`src/design/lsdr_pkg.sv`:
```
package lsdr_pkg;

  localparam int unsigned DEPTH = 64;
  localparam int unsigned IDX_W = $clog2(DEPTH);
  localparam int unsigned CNT_W = $clog2(DEPTH + 1);
  localparam int unsigned BYTE_W = 8;
  localparam int unsigned CAP_W = 7;
  localparam int unsigned FUNC_W = 3;
  localparam int unsigned RDEPTH_W = 7;
  localparam int unsigned STAT_W = 2;
  localparam logic [CAP_W-1:0] CAP_RESET = CAP_W'(64);

  typedef enum logic [FUNC_W-1:0] {
    FN_PUSH   = 3'd0,
    FN_POP    = 3'd1,
    FN_PEEK   = 3'd2,
    FN_DUP    = 3'd3,
    FN_ROT_UP = 3'd4,
    FN_ROT_DN = 3'd5,
    FN_PRINT  = 3'd6
  } func_e;

  typedef enum logic [STAT_W-1:0] {
    STAT_OK    = 2'd0,
    STAT_FULL  = 2'd1,
    STAT_EMPTY = 2'd2,
    STAT_DEPTH = 2'd3
  } status_e;

  typedef enum logic [2:0] {
    OP_HOLD,
    OP_SHIFT_DN,
    OP_SHIFT_UP,
    OP_ROT_UP,
    OP_ROT_DN
  } op_e;

  typedef struct packed {
    op_e               op;
    logic [IDX_W-1:0]  k;
    logic [BYTE_W-1:0] ins;
  } cmd_t;

endpackage

```
`src/design/lsdr_cell.sv`:
```
module lsdr_cell (
  input  logic                          clk_i,
  input  logic [lsdr_pkg::IDX_W-1:0]    idx_i,
  input  lsdr_pkg::cmd_t                cmd_i,
  input  logic [lsdr_pkg::BYTE_W-1:0]   prev_i,
  input  logic [lsdr_pkg::BYTE_W-1:0]   next_i,
  input  logic [lsdr_pkg::BYTE_W-1:0]   top_i,
  output logic [lsdr_pkg::BYTE_W-1:0]   q_o
);

  logic [lsdr_pkg::BYTE_W-1:0] val_q, val_d;
  logic                        is_top;

  assign is_top = (idx_i == '0);

  always_comb begin
    val_d = val_q;
    unique case (cmd_i.op)
      lsdr_pkg::OP_SHIFT_DN: val_d = is_top ? cmd_i.ins : prev_i;
      lsdr_pkg::OP_SHIFT_UP: val_d = next_i;
      lsdr_pkg::OP_ROT_UP: begin
        if (idx_i < cmd_i.k) begin
          val_d = next_i;
        end else if (idx_i == cmd_i.k) begin
          val_d = top_i;
        end
      end
      lsdr_pkg::OP_ROT_DN: begin
        if (is_top) begin
          val_d = cmd_i.ins;
        end else if (idx_i <= cmd_i.k) begin
          val_d = prev_i;
        end
      end
      default: val_d = val_q;
    endcase
  end

  always_ff @(posedge clk_i) begin
    val_q <= val_d;
  end

  assign q_o = val_q;

endmodule

```
`config.mk`:
```
export PLATFORM = sky130hd
export DESIGN_NAME = lsdr_cell
export DESIGN_NICKNAME = d
export VERILOG_FILES = /design/src/design/lsdr_pkg.sv /design/src/design/lsdr_cell.sv
export SDC_FILE = /design/constraint.sdc
export NUM_CORES = 1
export LEC_CHECK = 0
export BUFFER_PORTS_ARGS = -buffer_cell sky130_fd_sc_hd__buf_4
export CAP_MARGIN = 10
export CORE_MARGIN = 10
export CORE_UTILIZATION = 35
export CTS_CLUSTER_SIZE = 20
export DETAILED_ROUTE_END_ITERATION = 16
export PLACE_DENSITY = 0.73
export SLEW_MARGIN = 20
export SYNTH_ARGS = -nofsm -noshare
export SYNTH_HDL_FRONTEND = slang
export SYNTH_SLANG_ARGS = --single-unit
```
`constraint.sdc`:
```
create_clock -name clk_i -period 2.6 [get_ports clk_i]
set_clock_uncertainty 0.2 [all_clocks]
set_input_delay 0.52 -clock clk_i [delete_from_list [all_inputs] [get_ports clk_i]]
set_output_delay 0.52 -clock clk_i [all_outputs]
set_load 0.05 [all_outputs]
```
* Word-level counts from Yosys, hierarchy flattened
Cells that the tools add are included.
Cells by class: $add $sub $neg 0, $mul 0, div/mod/pow operators 0, magnitude comparators 2, equality and inequality tests 7, shift-type cells 0, multiplexer cells 6, bitwise operators 0, reduce and logical (&&, ||, !) cells 3
Operator list (count):
- $mux 8 | 5
- $pmux 8 s4 | 1
- $eq 3x2->1 const B | 2
- $eq 6x6->1 | 1
- $le 6x6->1 | 1
- $logic_not 6->1 | 1
- $lt 6x6->1 | 1
- $ne 3x3->1 const B | 2
- $reduce_bool 4->1 | 1
- $eq 3x1->1 const B | 1
- $eq 3x3->1 const B | 1
- $reduce_and 3->1 | 1
Storage, ports and cells: register bits after elaboration 8, latch bits 0, RAM bits 0, bits in read-only memories 0, word-level logic and storage cells 19, memories 0

* Logic depth before layout (Yosys ltp)
Gate-level depths: netlist of run 1.
depth after elaboration 4, depth in mapped cells 8

* Worst setup path before layout of run 1
No wires, ideal clock.
path kind input to register, from in cmd_i[11] in the netlist's numbering, to reg val_q (netlist bit q_o[0]) (enable), library setup time 0.383 ns, data arrival time 1.915 ns, required time 2.017 ns, slack 0.102 ns, cell stages on the path 7, cells stage by stage inv_1 > ha_1 > and4_1 > o21a_2 > nor3_1 > a21oi_1 > nor3_1
Between the ends: word-level cells in the longest chain between the ends 3, elaborated cells on any way between the ends 6, classes of those cells order compare (2); eq/ne (3); reduce/logical (1)
RTL lines:
- start, declared | RTL line lsdr_cell.sv:4 | input lsdr_pkg::cmd_t cmd_i,
- $lt 6x6->1, or another cell as far along | RTL line lsdr_cell.sv:22 | if (idx_i < cmd_i.k) begin
- $ne 3x3->1 (no line)
- $reduce_and 3->1 (no line) *
- end signal, assigned | RTL line lsdr_cell.sv:40 | val_q <= val_d;
- end, declared | RTL line lsdr_cell.sv:11 | logic [lsdr_pkg::BYTE_W-1:0] val_q, val_d;
Every way passes the cells marked *; elsewhere a longest branch is shown, timed or not. A chain may end at the register's enable or synchronous reset.

* Final worst setup path of run 1
from in idx_i[5] in the netlist's numbering, to reg val_q (netlist bit q_o[4]), data pin
Between the ends: word-level cells in the longest chain between the ends 3, elaborated cells on any way between the ends 6, classes of those cells order compare (1); mux (4); reduce/logical (1)
RTL lines:
- start, declared | RTL line lsdr_cell.sv:3 | input logic [lsdr_pkg::IDX_W-1:0] idx_i,
- $lt 6x6->1 / $logic_not 6->1 (equally long branches) | RTL line lsdr_cell.sv:22, lsdr_cell.sv:14
- $mux 8, on equally long branches | RTL line lsdr_cell.sv:22, lsdr_cell.sv:19, lsdr_cell.sv:29
- $pmux 8 s4 * | RTL line lsdr_cell.sv:18 | unique case (cmd_i.op)
- via val_d, one bit | RTL line lsdr_cell.sv:11
The timed path passes the listed nets; every way through them passes the cells marked *.

==> results of run 1 <==
-- area by class of cell --
class,instances,area (sq um)
Fill cell,184,767
Clock buffer,3,22.5
Multi-Input combinational cell,52,408
Sequential cell,8,240
Timing Repair Buffer,57,428
Inverter,6,22.5
Tap cell,27,33.8
-- logic make-up after synthesis --
family                     count (synthesis)  synth area share
adders and majority gates                  6             0.108
and+or+nand+nor                           24             0.165
buffers and inverters                      9            0.0700
muxes                                      8             0.115
DFF                                        8             0.345
AOI/OAI and AO/OA                         14             0.197
-- routing by layer --
| layer | up-vias | track usage | wire length (um) |
|---|---|---|---|
| li1 | 376 | - | - |
| met1 | 343 | 0.0906 | 825 |
| met2 | 32 | 0.191 | 1170 |
| met3 | 2 | 0.0550 | 226 |
| met4 | 0 | 0.0401 | 8 |
| met5 | - | 0 | 0 |
-- final timing paths --
path  startpoint     end  depth (start not counted)
min     top_i[7]  q_o[7]                          2
max     idx_i[5]  q_o[4]                          7
-- cell usage after synthesis --
library cell / n
mux2i_1: 8
o21a_1: 1
nor3_1: 3
ha_1: 6
a21o_2: 1
clkbuf_1: 1
nor2_1: 2
nor4_1: 1
o31ai_2: 1
nand2b_1: 2
buf_6: 2
a21oi_1: 2
or2_1: 1
inv_1: 6
nand2_1: 10
o221a_1: 8
nand3_1: 3
o21a_2: 1
nor2b_1: 1
edfxtp_1: 8
and4_1: 1
-- stage by stage --
stage / util / hold WS [ns] / power, uW
finish: 0.601 / 0.411 / 487
floorplan: - / 0.571 / 304
global route: 0.601 / 0.401 / 520
CTS: 0.601 / 0.404 / 493
global placement: 0.589 / 0.661 / 400
detailed placement: 0.589 / 0.659 / 404
-- cells in the final DEF, fill, tap and decap left out, drive strengths merged --
master,count
nor2b,1
o21a,2
mux2i,8
o31ai,1
nor3,3
or2,1
o221a,8
ha,6
nand2,10
a21oi,2
nand2b,2
clkbuf,3
nand3,3
edfxtp,8
inv,6
nor4,1
and4,1
buf,57
nor2,2
a21o,1
-- report_power, final --
group / switching (uW) / total [uW] / internal (uW) / leakage [uW]
logic: 126 / 227 / 101 / 0.000520
registers: 4.86 / 173 / 168 / 0.0000777
clock network: 35.5 / 87.9 / 52.4 / 0.0000138
total: 166 / 487 / 321 / 0.000612
-- worst max-delay path, cell delays in order --
cell	delay (ns)
buf_4	0.12
ha_1	0.32
and4_1	0.20
o21a_2	0.13
o31ai_2	0.20
nand2b_1	0.21
o221a_1	0.30
==> results.md, run 1 <==
- Hold Buf Count CTS: 0
- Die area: 4180 sq um
- Max Slew Vio Count: 0
- Final setup viols: 0
- Ant. Diodes: 0
- I/O pins: 56
- WL per Instance: 14.6 um
- Synth Instances: 69
- Vias per std cell: 4.92
- Routed vias: 753
- IO buf count: 55
- Setup bufs post-CTS: 0
- Vias in the first global route: 830
- Dpl cell area: 1130 sq um
- Required @ worst endpoint: 2.39 ns
- Rel. slew slack: 0.799
- Clk slew on worst S/H paths: 0.05 ns
- Layout Nets: 182
- Max-cap violations: 0
- Area Overhead vs Synth: 65.7%
- GR Util All Layers: 0.103
- Crit Path Class: in -> reg
- Routed WL: 2230 um
- Worst Path Max Fanout: 8
- Share of layout cells above drive strength 1: 0.500
- Syn nets: 123
- Worst Path Arrival: 2.00 ns
- Initial cell density of the core: 0.363
- Die Height: 64.6 um
- H-Tree Level Count: 1
- Yosys reg bits: 8
- RSZ-0062 raised after global routing: false
- Syn Area/Cell: 10.1 sq um
- Status: completed
- VDD IR max: 237 uV
- Largest net degree at the start of global routing: 11
- CTS max path bufs: 2
- Crit path launch type: primary input
- Area share of the largest cell type after synthesis: 0.345
- TritonCTS Buffers: 3
- PD cells: 422 nW/um^2
- Static leakage: 0.000612 uW
- First-pass GRT wire length: 3490 um
- Design area: 1150 sq um
- Max FFs per register: 8
- Hold/Removal Path Class: in -> reg
- Max Clock Freq: 0.453 GHz
- Detail Route Antenna Nets: 0
- YS warnings: 0
- Yosys cell types: 21
- Post-route setup TNS: 0 ns
- Tmin final: 2.21 ns
- Clk root buf: clkbuf_4
- Hold Fails Final Rpt: 0
- Place WS: 0.139 ns
- Sequential share of the synthesized area: 0.345
- Resize count post-CTS: 0
- DR DRC count: 0
- Final worst slack: 0.392 ns
- Worst-Margin Slew: 0.301 ns
- Synth area leader: edfxtp_1
- Final Non-Filler Cells: 153
- Placed Cells: 150
- Fin crit share: 0.849
- FP Rows: 16
- TritonCTS clock tree: yes
- Pre-Repair DR Iteration Count: 3
- RD Place Congestion: 0.697
- Grt ovf: 0
- Clk sink count: 8
- Initial antenna violation count: 0
- Largest cells by area after synthesis: edfxtp_1 34%, o221a_1 13%, mux2i_1 11%, ha_1 11%, nand2_1 5.4%
- Initial DRC Count: 9
- Synthesized area: 697 sq um
- Worst setup EP type: flop
- Chip width: 64.6 um
- Core outline area: 1920 sq um
Power figures use the tool's default switching activity.
==> run 2: changes to the inputs <==
Clock period 2.6 ns to 2.22 ns, I/O delays scaled along.
==> run 2 against run 1 <==
Against the previous run: non-clock buffer count rose by 3; highest routed layer unchanged; largest cell class unchanged; critical path type unchanged; clock-buffer cell count did not move; global-route usage rose by 0.42 points; clock power rose by 25%; largest power group unchanged; hold slack got worse by 0.085 ns.
==> results.md, run 2 (same netlist as run 1, synthesis figures left out) <==
- Hold slack: 0.326 ns (-0.0851 ns)
- Status: completed
- Met2 wire length: 1220 um (+4.5%)
- Multi-input gate area: 422 sq um (+3.4%)
- Ant. Diodes: 0 (unchanged)
- Largest net degree at the start of global routing: 9 (-2)
- Hold Fails Final Rpt: 0 (unchanged)
- Most common cell after layout, fill and taps aside: buf_4
- Crit path launch type: primary input
- Die Height: 64.6 um (unchanged)
- Clk root buf: clkbuf_4
- Initial cell density of the core: 0.363 (unchanged)
- Initial antenna violation count: 0 (unchanged)
- PD cells: 492 nW/um^2 (+17%)
- Place WS: -0.169 ns (-0.308 ns)
- Max stage delay on crit path: 0.32 ns (about the same)
- CTS max path bufs: 2 (unchanged)
- VDD IR max: 228 uV (-3.8%)
- Routed vias: 778 (+3.3%)
- Max FFs per register: 8 (unchanged)
- Tmin final: 2.10 ns
- DR DRC count: 0 (unchanged)
- Placed Cells: 153 (+2.0%)
- Max-cap violations: 0 (unchanged)
- M1 WL: 890 um (+7.9%)
- Clk slew on worst S/H paths: 0.05 ns (about the same)
- TritonCTS Buffers: 3 (unchanged)
- Worst-path cell with the longest stage delay: o221a_1
- Die area: 4180 sq um (unchanged)
- DR top layer: met4
- Sequential cell area: 240 sq um (unchanged)
- Rel. slew slack: 0.808 (+0.00857)
- Max Clock Freq: 0.475 GHz
- Share of layout cells above drive strength 1: 0.519 (+0.0194)
- Required @ worst endpoint: 2.02 ns (-0.37 ns)
- Static leakage: 0.000628 uW (+2.7%)
- Worst-Margin Slew: 0.289 ns (-0.0129 ns)
- Grt ovf: 0 (unchanged)
- Worst setup EP type: flop
- Layout Nets: 185 (+1.6%)
- I/O pins: 56 (unchanged)
- H-Tree Level Count: 1 (unchanged)
- WL met3: 239 um (+5.8%)
- Max Slew Vio Count: 0 (unchanged)
- Initial DRC Count: 11 (+2)
- Final setup viols: 0 (unchanged)
- Vias per std cell: 4.99 (+1.3%)
- Hold/Removal Path Class: in -> reg
- Worst Path Arrival: 1.90 ns (-0.10 ns)
- Hold Buf Count CTS: 0 (unchanged)
- Routed WL: 2370 um (+6.4%)
- CP cell instances: buf_4 > ha_1 > and4_1 > o21a_2 > o31ai_4 > nand2b_1 > o221a_1
- Final Util: 0.620 (+0.0189)
- IO buf count: 55 (unchanged)
- Final Non-Filler Cells: 156 (+2.0%)
- Chip width: 64.6 um (unchanged)
- Crit Path Class: in -> reg
- First-pass GRT wire length: 3660 um (+4.8%)
- GR Util All Layers: 0.107 (+0.00415)
- Worst Path Max Fanout: 8 (unchanged)
- Commonest non-fill, non-tap cells in the layout: 60 x buf_4, 10 x nand2_1, 8 x mux2i_1, 8 x o221a_1, 8 x edfxtp_1
- Area Overhead vs Synth: 70.9%
- RSZ-0062 raised after global routing: false
- Vias in the first global route: 827 (-0.36%)
- Pre-Repair DR Iteration Count: 5 (+2)
- WL per Instance: 15.2 um (+4.4%)
- Fill cells: 175 (-4.9%)
- Setup bufs post-CTS: 0 (unchanged)
- FP Rows: 16 (unchanged)
- Clk sink count: 8 (unchanged)
- Detail Route Antenna Nets: 0 (unchanged)
- TritonCTS clock tree: yes
- Final worst slack: 0.117 ns (-0.275 ns)
- Fin crit share: 0.947
- Core outline area: 1920 sq um (unchanged)
- RD Place Congestion: 0.759 (+9.0%)
- DP HPWL: 2150 um
## run 2: changes by cell type in the layout (fill, tap and decap cells not counted)
cell     before  now
o31ai_4       0    1
buf_4        57   60
nor3_2        0    1
o31ai_2       1    0
nor3_1        3    2
## run 2: area by class of cell
class / instances / area share
repair buffers: 60 / 0.378
well taps: 27 / 0.0284
clock buffers: 3 / 0.0189
flip-flops and latches: 8 / 0.202
multi-input cells: 52 / 0.354
inverters: 6 / 0.0189
## run 2: final timing paths
kind	from	to	cells past startpoint
max	idx_i[3]	q_o[5]	7
min	top_i[3]	q_o[3]	2
## run 2: per-layer routing
layer  GRT usage  vias up
met1       0.106      351
met5           0        -
met2       0.198       41
met4      0.0321        0
met3      0.0430        3
li1            -      383
## run 2: critical path, delay by kind of cell
kind | cells | cell delay [ns]
AO/OA/AOI/OAI | 3 | 0.63
AND/OR/NAND/NOR | 2 | 0.41
adder cells (fa/ha/maj) | 1 | 0.30
buffers and inverters | 1 | 0.11
## run 2: timing repair
item / in CTS / in global routing
endpoints found under the setup margin: 0 / 6
gates resized for setup: 0 / 1
endpoints found under the hold margin: 0 / 0
## run 2: where the power goes
group          switching, uW  internal, uW  leakage [uW]
Sequential              5.89           197     0.0000777
Combinational            151           123      0.000537
Clock                   48.4          61.8     0.0000138
Total                    205           381      0.000628
## run 2: through the flow
stage | instance area, sq um | power, uW | TNS [ns]
after global placement | 1160 | 474 | -0.772
after global routing | 1190 | 611 | 0
after detailed placement | 1160 | 479 | -1.27
after floorplan | 702 | 357 | 0
final | 1190 | 586 | 0
after CTS | 1180 | 586 | 0
