===== config.mk =====
export PLATFORM = sky130hd
export DESIGN_NAME = lsdr_ctrl
export DESIGN_NICKNAME = d
export VERILOG_FILES = /design/src/design/lsdr_pkg.sv /design/src/design/lsdr_ctrl.sv
export SDC_FILE = /design/constraint.sdc
export NUM_CORES = 1
export LEC_CHECK = 0
export ABC_AREA = 1
export BUFFER_PORTS_ARGS = -buffer_cell sky130_fd_sc_hd__buf_2
export CAP_MARGIN = 25
export CORE_ASPECT_RATIO = 0.75
export CORE_UTILIZATION = 40
export CTS_BUF_LIST = sky130_fd_sc_hd__clkbuf_8 sky130_fd_sc_hd__clkbuf_16
export CTS_CLUSTER_SIZE = 8
export DETAILED_ROUTE_END_ITERATION = 6
export GPL_ROUTABILITY_DRIVEN = 0
export SYNTH_ARGS = -nofsm -noshare
export SYNTH_HDL_FRONTEND = slang
export SYNTH_SLANG_ARGS = --single-unit
export TNS_END_PERCENT = 20

===== constraint.sdc =====
create_clock -name clk_i -period 2.65 [get_ports clk_i]
set_input_delay 0.53 -clock clk_i [delete_from_list [all_inputs] [get_ports clk_i]]
set_output_delay 0.53 -clock clk_i [all_outputs]
set_load 0.01 [all_outputs]

===== src/design/lsdr_pkg.sv =====
package lsdr_pkg;

  localparam int unsigned DEPTH = 64;
  localparam int unsigned IDX_W = $clog2(DEPTH);
  localparam int unsigned CNT_W = $clog2(DEPTH + 1);
  localparam int unsigned BYTE_W = 8;
  localparam int unsigned CAP_W = 7;
  localparam int unsigned FUNC_W = 3;
  localparam int unsigned RDEPTH_W = 7;
  localparam int unsigned STAT_W = 2;
  localparam logic [CAP_W-1:0] CAP_RESET = CAP_W'(64);

  typedef enum logic [FUNC_W-1:0] {
    FN_PUSH   = 3'd0,
    FN_POP    = 3'd1,
    FN_PEEK   = 3'd2,
    FN_DUP    = 3'd3,
    FN_ROT_UP = 3'd4,
    FN_ROT_DN = 3'd5,
    FN_PRINT  = 3'd6
  } func_e;

  typedef enum logic [STAT_W-1:0] {
    STAT_OK    = 2'd0,
    STAT_FULL  = 2'd1,
    STAT_EMPTY = 2'd2,
    STAT_DEPTH = 2'd3
  } status_e;

  typedef enum logic [2:0] {
    OP_HOLD,
    OP_SHIFT_DN,
    OP_SHIFT_UP,
    OP_ROT_UP,
    OP_ROT_DN
  } op_e;

  typedef struct packed {
    op_e               op;
    logic [IDX_W-1:0]  k;
    logic [BYTE_W-1:0] ins;
  } cmd_t;

endpackage


===== src/design/lsdr_ctrl.sv =====
module lsdr_ctrl (
  input  logic                            clk_i,
  input  logic                            rst_ni,
  input  logic                            cfg_we_i,
  input  logic [lsdr_pkg::CAP_W-1:0]      cfg_wdata_i,
  input  logic                            s_axis_tvalid,
  output logic                            s_axis_tready,
  input  logic [2*lsdr_pkg::BYTE_W-1:0]   s_axis_tdata,
  input  logic [lsdr_pkg::FUNC_W-1:0]     s_axis_tuser,
  output logic                            m_axis_tvalid,
  input  logic                            m_axis_tready,
  output logic [lsdr_pkg::BYTE_W-1:0]     m_axis_tdata,
  output logic [lsdr_pkg::STAT_W-1:0]     m_axis_tuser,
  output logic                            m_axis_tlast,
  input  logic [lsdr_pkg::BYTE_W-1:0]     top_i,
  input  logic [lsdr_pkg::BYTE_W-1:0]     sel_i,
  output lsdr_pkg::cmd_t                  cmd_o
);

  typedef enum logic {
    S_IDLE,
    S_PRINT
  } state_e;

  state_e                          state_q, state_d;
  logic [lsdr_pkg::CNT_W-1:0]      fill_q, fill_d;
  logic [lsdr_pkg::CNT_W-1:0]      cnt_q, cnt_d;
  logic [lsdr_pkg::CAP_W-1:0]      cap_q;
  logic                            ovld_q, ovld_d;
  logic [lsdr_pkg::STAT_W-1:0]     stat_q, stat_d;
  logic [lsdr_pkg::BYTE_W-1:0]     data_q, data_d;
  logic                            last_q, last_d;

  logic [lsdr_pkg::CAP_W-1:0]      eff_cap;
  logic                            at_limit;
  logic                            empty;
  logic                            out_free;
  logic                            acc;
  logic [lsdr_pkg::BYTE_W-1:0]     in_value;
  logic [lsdr_pkg::RDEPTH_W-1:0]   in_rdepth;
  logic [lsdr_pkg::RDEPTH_W-1:0]   rd_m1;
  logic [lsdr_pkg::CNT_W-1:0]      fill_m1;

  assign eff_cap   = (cap_q < lsdr_pkg::CAP_W'(lsdr_pkg::DEPTH)) ? cap_q
                   : lsdr_pkg::CAP_W'(lsdr_pkg::DEPTH);
  assign at_limit  = ({1'b0, fill_q} >= {1'b0, eff_cap});
  assign empty     = (fill_q == '0);
  assign out_free  = !ovld_q || m_axis_tready;
  assign s_axis_tready = (state_q == S_IDLE) && out_free;
  assign acc       = s_axis_tvalid && s_axis_tready;
  assign in_value  = s_axis_tdata[lsdr_pkg::BYTE_W-1:0];
  assign in_rdepth = s_axis_tdata[lsdr_pkg::BYTE_W +: lsdr_pkg::RDEPTH_W];
  assign rd_m1     = in_rdepth - lsdr_pkg::RDEPTH_W'(1);
  assign fill_m1   = fill_q - lsdr_pkg::CNT_W'(1);

  always_comb begin
    state_d = state_q;
    fill_d  = fill_q;
    cnt_d   = cnt_q;
    ovld_d  = ovld_q && !m_axis_tready;
    stat_d  = stat_q;
    data_d  = data_q;
    last_d  = last_q;
    cmd_o   = '{op: lsdr_pkg::OP_HOLD, k: '0, ins: '0};
    if (acc) begin
      unique case (lsdr_pkg::func_e'(s_axis_tuser))
        lsdr_pkg::FN_PUSH: begin
          ovld_d = 1'b1;
          data_d = '0;
          last_d = 1'b1;
          if (at_limit) begin
            stat_d = lsdr_pkg::STAT_FULL;
          end else begin
            stat_d = lsdr_pkg::STAT_OK;
            cmd_o  = '{op: lsdr_pkg::OP_SHIFT_DN, k: '0, ins: in_value};
            fill_d = fill_q + lsdr_pkg::CNT_W'(1);
          end
        end
        lsdr_pkg::FN_POP: begin
          ovld_d = 1'b1;
          last_d = 1'b1;
          if (empty) begin
            stat_d = lsdr_pkg::STAT_EMPTY;
            data_d = '0;
          end else begin
            stat_d = lsdr_pkg::STAT_OK;
            data_d = top_i;
            cmd_o  = '{op: lsdr_pkg::OP_SHIFT_UP, k: '0, ins: '0};
            fill_d = fill_m1;
          end
        end
        lsdr_pkg::FN_PEEK: begin
          ovld_d = 1'b1;
          last_d = 1'b1;
          stat_d = empty ? lsdr_pkg::STAT_EMPTY : lsdr_pkg::STAT_OK;
          data_d = empty ? '0 : top_i;
        end
        lsdr_pkg::FN_DUP: begin
          ovld_d = 1'b1;
          data_d = '0;
          last_d = 1'b1;
          if (empty) begin
            stat_d = lsdr_pkg::STAT_EMPTY;
          end else if (at_limit) begin
            stat_d = lsdr_pkg::STAT_FULL;
          end else begin
            stat_d = lsdr_pkg::STAT_OK;
            cmd_o  = '{op: lsdr_pkg::OP_SHIFT_DN, k: '0, ins: top_i};
            fill_d = fill_q + lsdr_pkg::CNT_W'(1);
          end
        end
        lsdr_pkg::FN_ROT_UP, lsdr_pkg::FN_ROT_DN: begin
          ovld_d = 1'b1;
          data_d = '0;
          last_d = 1'b1;
          if ({1'b0, in_rdepth} > {1'b0, fill_q}) begin
            stat_d = lsdr_pkg::STAT_DEPTH;
          end else begin
            stat_d = lsdr_pkg::STAT_OK;
            if (in_rdepth >= lsdr_pkg::RDEPTH_W'(2)) begin
              cmd_o.k = rd_m1[lsdr_pkg::IDX_W-1:0];
              if (lsdr_pkg::func_e'(s_axis_tuser) == lsdr_pkg::FN_ROT_UP) begin
                cmd_o.op = lsdr_pkg::OP_ROT_UP;
              end else begin
                cmd_o.op  = lsdr_pkg::OP_ROT_DN;
                cmd_o.ins = sel_i;
              end
            end
          end
        end
        lsdr_pkg::FN_PRINT: begin
          if (empty) begin
            ovld_d = 1'b1;
            stat_d = lsdr_pkg::STAT_EMPTY;
            data_d = '0;
            last_d = 1'b1;
          end else begin
            state_d = S_PRINT;
            cnt_d   = fill_q;
          end
        end
        default: state_d = state_q;
      endcase
    end else if (state_q == S_PRINT && out_free) begin
      ovld_d = 1'b1;
      stat_d = lsdr_pkg::STAT_OK;
      data_d = top_i;
      last_d = (cnt_q == lsdr_pkg::CNT_W'(1));
      cmd_o  = '{op: lsdr_pkg::OP_ROT_UP, k: fill_m1[lsdr_pkg::IDX_W-1:0], ins: '0};
      cnt_d  = cnt_q - lsdr_pkg::CNT_W'(1);
      if (cnt_q == lsdr_pkg::CNT_W'(1)) begin
        state_d = S_IDLE;
      end
    end
  end

  always_ff @(posedge clk_i or negedge rst_ni) begin
    if (!rst_ni) begin
      state_q <= S_IDLE;
      fill_q  <= '0;
      cnt_q   <= '0;
      cap_q   <= lsdr_pkg::CAP_RESET;
      ovld_q  <= 1'b0;
      stat_q  <= '0;
      data_q  <= '0;
      last_q  <= 1'b0;
    end else begin
      state_q <= state_d;
      fill_q  <= fill_d;
      cnt_q   <= cnt_d;
      ovld_q  <= ovld_d;
      stat_q  <= stat_d;
      data_q  <= data_d;
      last_q  <= last_d;
      if (cfg_we_i) begin
        cap_q <= cfg_wdata_i;
      end
    end
  end

  assign m_axis_tvalid = ovld_q;
  assign m_axis_tdata  = data_q;
  assign m_axis_tuser  = stat_q;
  assign m_axis_tlast  = last_q;

  a_fill_bound: assert property (@(posedge clk_i) disable iff (!rst_ni)
    fill_q <= lsdr_pkg::CNT_W'(lsdr_pkg::DEPTH))
    else $error("fill count beyond depth");

  a_print_cnt: assert property (@(posedge clk_i) disable iff (!rst_ni)
    state_q == S_PRINT |-> cnt_q != '0 && cnt_q <= fill_q)
    else $error("print count out of range");

  a_push_grows: assert property (@(posedge clk_i) disable iff (!rst_ni)
    acc && s_axis_tuser == lsdr_pkg::FN_PUSH && !at_limit
    |=> fill_q == $past(fill_q) + lsdr_pkg::CNT_W'(1))
    else $error("push did not grow the stack");

  a_print_end: assert property (@(posedge clk_i) disable iff (!rst_ni)
    state_q == S_PRINT && out_free && cnt_q == lsdr_pkg::CNT_W'(1)
    |=> state_q == S_IDLE && m_axis_tvalid && m_axis_tlast)
    else $error("print did not close with a last beat");

endmodule


Yosys cells after proc, flatten, opt, wreduce, memory -nomap -nowiden. Index checks and enable logic that the tools add are counted.

Bitwise logic cells: 1. Reduce and logical (&&, ||, !) cells: 22. Shift-type cells: 0. $lt $le $gt $ge: 4. Add/sub/neg operators: 4. Eq/ne operators: 15. Multipliers: 0. Multiplexer cells: 46. Divide/modulo/power cells: 0.

Operators by type and width (count): $pmux 17 s4 (1); $mux 7 (8); $mux 17 (3); $mux 15 (3); $mux 8 (5); $mux 16 (2); $pmux 8 s3 (1); $pmux 7 s3 (1); $sub 7x1->7 const B (2); $mux 1 (12); $mux 2 (6); $reduce_and 3->1 (4); $pmux 2 s5 (1); $eq 3x3->1 const B (3); $reduce_and 4->1 (2); $add 7x1->7 const B (1); $eq 7x1->1 const B (1); $ge 7x2->1 const B (1); $ge 7x7->1 (1); $gt 7x7->1 (1); $logic_not 7->1 (1); $lt 7x7->1 const B (1); $eq 3x2->1 const B (2); $ne 2x2->1 const B (3); other kinds (19) (26).

Input port bits: 47. Word-level logic and storage cells: 100. Bits in latches: 0. Memory bits (read-only): 0. Register bits: 34. Output and inout bits: 30. RAM bits: 0. Memories: 0.

Logic depth before layout (Yosys ltp).
Depth after elaboration: 7. Depth in mapped cells: 14. Mapped depth without buffers: 14.

Worst setup path before layout. Ideal clock, no wire load.

Path kind: flip-flop to output port. Start point: register cap_q[6] (netlist bit). End point: output cmd_o[6] (netlist bit). Required time: 2.120 ns. Data arrival time: 1.839 ns. Slack: 0.281 ns. Stages on the path, launching flop included: 11. Path buffers: 1. Cells stage by stage: dfstp_2 > inv_1 > ha_1 > nand2_1 > inv_1 > a21oi_2 > buf_2 > nand4_1 > nand2_1 > nor2_1 > nor2_1.

RTL lines: start, declared (RTL line lsdr_ctrl.sv:28) `logic [lsdr_pkg::CAP_W-1:0] cap_q;`; start signal, assigned (RTL line lsdr_ctrl.sv:162) `cap_q <= lsdr_pkg::CAP_RESET;`; start signal, assigned (RTL line lsdr_ctrl.sv:176) `cap_q <= cfg_wdata_i;`; end, declared (RTL line lsdr_ctrl.sv:17) `output lsdr_pkg::cmd_t cmd_o`.

==> results.md <==
- Seq/Total Area, Yosys: 0.284
- Worst setup EP type: output pin
- Pre-antenna DRT Iters: 5
- Vias in the first global route: 2872
- Average size of a mapped cell: 6.82 um2
- CP required: 2.12 ns
- Vias/cell: 4.93
- Mapped Area: 3000 um2
- Synthesized net count: 508
- Layout cell share with drive strength beyond 1: 0.295
- Clk sinks: 34
- Die X: 102 um
- Drt total wl: 8.01 mm
- Site Rows: 26
- DIE AREA: 7850 um2
- Global-route wire length before repair: 13.4 mm
- Congestion Overflow GR: 0
- Max Root-Sink Buffers: 2
- Gr usage total: 0.215
- Top cell type's share of synthesized area: 0.275
- Power share of the combinational group: 0.654
- Wire length per cell: 12.6 um
- Footprint of the multi-input gates: 1940 um2
- Slew @ Worst Pin: 0.792 ns
- IO Port Bufs: 75
- Max Cap Viol: 0
- CP peak stage delay: 0.55 ns
- Final setup skew: 0.00591 ns
- Worst-path clk slew: 0.08 ns
- Largest net degree at the start of global routing: 35
- Storage cell area: 852 um2
- Initial antenna violation count: 1
- FILL cells: 715
- Dominant cell type by area after synthesis: dfrtp_1
- P_sw: 1780 uW
- Top_reg_cell synth: dfrtp_1
- LEAKAGE: 0.00212 uW
- CTS tree: yes
- Relative slew slack: 0.472
- H-tree Lvls: 2
- Nets: 602
- Commonest cells post-synth: nand2_1, inv_1, nor2_1, dfrtp_1
- Min Tclk post-route: 2.71 ns
- WP buf/inv: 5
- Final slew viol count: 0
- Clock power share: 0.127
- Crit path cell chain: inv_4, nand2_4, ha_4, nand2_2, inv_2, a21oi_4, buf_4, nand2_2, inv_1, o21ai_0, nand2_1, nand2_1, nand2_1, buf_2
- Sw frac: 0.471
- Failing checks: negative setup slack
- Critical path's most frequent cell: nand2_1
- Via count: 3125
- Hold-fix buffers, CTS: 0
- Synthesized flop and latch total: 34
- Crit-path leading delay family: flip-flops
- Fin Setup TNS: -0.405 ns
- Mapped Cells: 440
- Maximum vdd ir drop: 464 uV
- CP max FO: 7
- Hold WC Path Type: input pin to asynchronous set/reset pin
- Most common cell in the netlist: nand2_1
- Flop pwr share: 0.219
- Initial core utilization: 0.427
- PnR worst setup slack: -0.0556 ns
- Yosys warning total: 0
- Pre-CTS setup slack: 0.125 ns
- Final period utilization: 1.02
- Final setup viols: 9
- Power Density: 985 nW/um2
- Num ports: 77
- Cell-internal power: 2000 uW
- Core box area: 7030 um2
- DRT antenna net count: 0
- Top cells by area, synth: dfrtp_1, nand2_1, ha_1, inv_1, nor2_1
- Critical-path top delay cell: dfstp_2
- Syn-to-layout area delta: 28.1%
- Clock buffer count from CTS: 5
- FFs w/ async S/R, synth: 1.00
- Yosys cell types: 34
- Clk_lat worst skew: 0.29 ns
- CP Launch Type: register
- Number of flops mapped to enable cells by yosys: 0
- Die Ht: 77.0 um
- DRT iter0 DRCs: 238
- Fmax: 0.370 GHz
- Post-DP HPWL: 6.29 mm
- # DRC: 0
- Crit Path Class: register to output pin
- RSZ-0062 raised after global routing: yes
- Status: finished, violations left
- CP arrival: 2.18 ns
- CTS root buf: clkbuf_8
- Final hold viol count: 0
power groups by stage:
stage          Sequential, uW  Combinational (uW)  Clock (uW)
3_3_place_gp              830                2180           0
2_1_floorplan             889                1470           0
3_5_place_dp              835                2210           0
4_1_cts                   827                2370         496
5_1_grt                   855                2770         515
6_report                  830                2470         480
final timing paths:
kind | startpoint | end | slack [ns] | cells past startpoint
min in group clk_i | cfg_wdata_i[0] | cap_q[0] | 0.46 | 3
min | rst_ni | m_axis_tvalid | 0.32 | 1
max | cap_q[6] | cmd_o[14] | -0.06 | 14
min reg2reg | m_axis_tuser[0] | m_axis_tuser[0] | 0.48 | 2
max reg2reg | cap_q[6] | fill_q[2] | 0.69 | 13
max in group asynchronous | rst_ni | cap_q[2] | 1.82 | 1
area by class of cell:
class / instances / area share
sequential: 34 / 0.222
clock inverter: 3 / 0.0104
multi-input combinational: 340 / 0.505
tap: 98 / 0.0319
inverter: 57 / 0.0583
timing repair buffer: 96 / 0.154
clock buffer: 5 / 0.0179
antenna: 1 / 0.000651
worst reg2reg max path: cells and delay by family, from the launching register on:
| kind | cells | cell delay [ns] |
|---|---|---|
| AND/OR/NAND/NOR | 7 | 0.57 |
| buffers and inverters | 4 | 0.37 |
| AO/OA/AOI/OAI | 1 | 0.23 |
| flip-flops | 1 | 0.55 |
| adder cells (fa/ha/maj) | 1 | 0.19 |
stage by stage:
| step | hold WS, ns | area (um2) | cells | total power (uW) | util |
|---|---|---|---|---|---|
| global route | 0.375 | 3840 | 634 | 4140 | 0.547 |
| floorplan | 0.234 | 3000 | 440 | 2360 | - |
| global placement | 0.462 | 3580 | 621 | 3010 | 0.510 |
| finish | 0.317 | 3840 | 634 | 3780 | 0.547 |
| CTS | 0.340 | 3790 | 630 | 3700 | 0.539 |
| detailed placement | 0.466 | 3580 | 621 | 3050 | 0.510 |
flip-flops by register name (all words and copies together), names as in the netlist:
register       cells
m_axis_tdata       8
cap_q              7
cnt_q              7
fill_q             7
m_axis_tuser       2
m_axis_tlast       1
m_axis_tvalid      1
state_q            1
routing by layer:
layer  GRT usage  wire length, um  up-vias
li1            -                -     1598
met1       0.311             3870     1437
met2       0.336             3640       84
met3      0.0365              433        6
met4      0.0414               72        0
met5           0                0        -
kinds of logic (layout without fill, tap and decap cells):
| kind of cell | Yosys count | in the layout | synth area share |
|---|---|---|---|
| other | 0 | 1 | 0 |
| AOI/OAI and AO/OA | 46 | 46 | 0.0960 |
| buffers and inverters | 66 | 161 | 0.0964 |
| DFF | 34 | 34 | 0.284 |
| muxes | 5 | 5 | 0.0188 |
| adders and majority gates | 21 | 21 | 0.0876 |
| xor gates and xnor gates | 12 | 12 | 0.0350 |
| and+or+nand+nor | 256 | 256 | 0.382 |
cells in the final DEF (no fill, tap or decap), drive strengths merged:
master  instances
o31ai           1
bufinv          1
nand2         153
nand3b          2
inv            55
a21oi           5
o211ai          3
clkbuf          5
nand4          20
xor2           10
diode           1
buf            96
dfstp           1
clkinv          4
o21ai          37
ha             21
mux2            5
nor3            4
dfrtp          33
nor2           58
xnor2           2
nand3          19
repair_timing:
item / CTS / global route
buffers inserted: 0 / 3
setup endpoints to repair: 9 / 17
pin swaps: 10 / 5
resized for setup: 15 / 6
gates cloned: 1 / 0
Power figures use the tool's default switching activity.
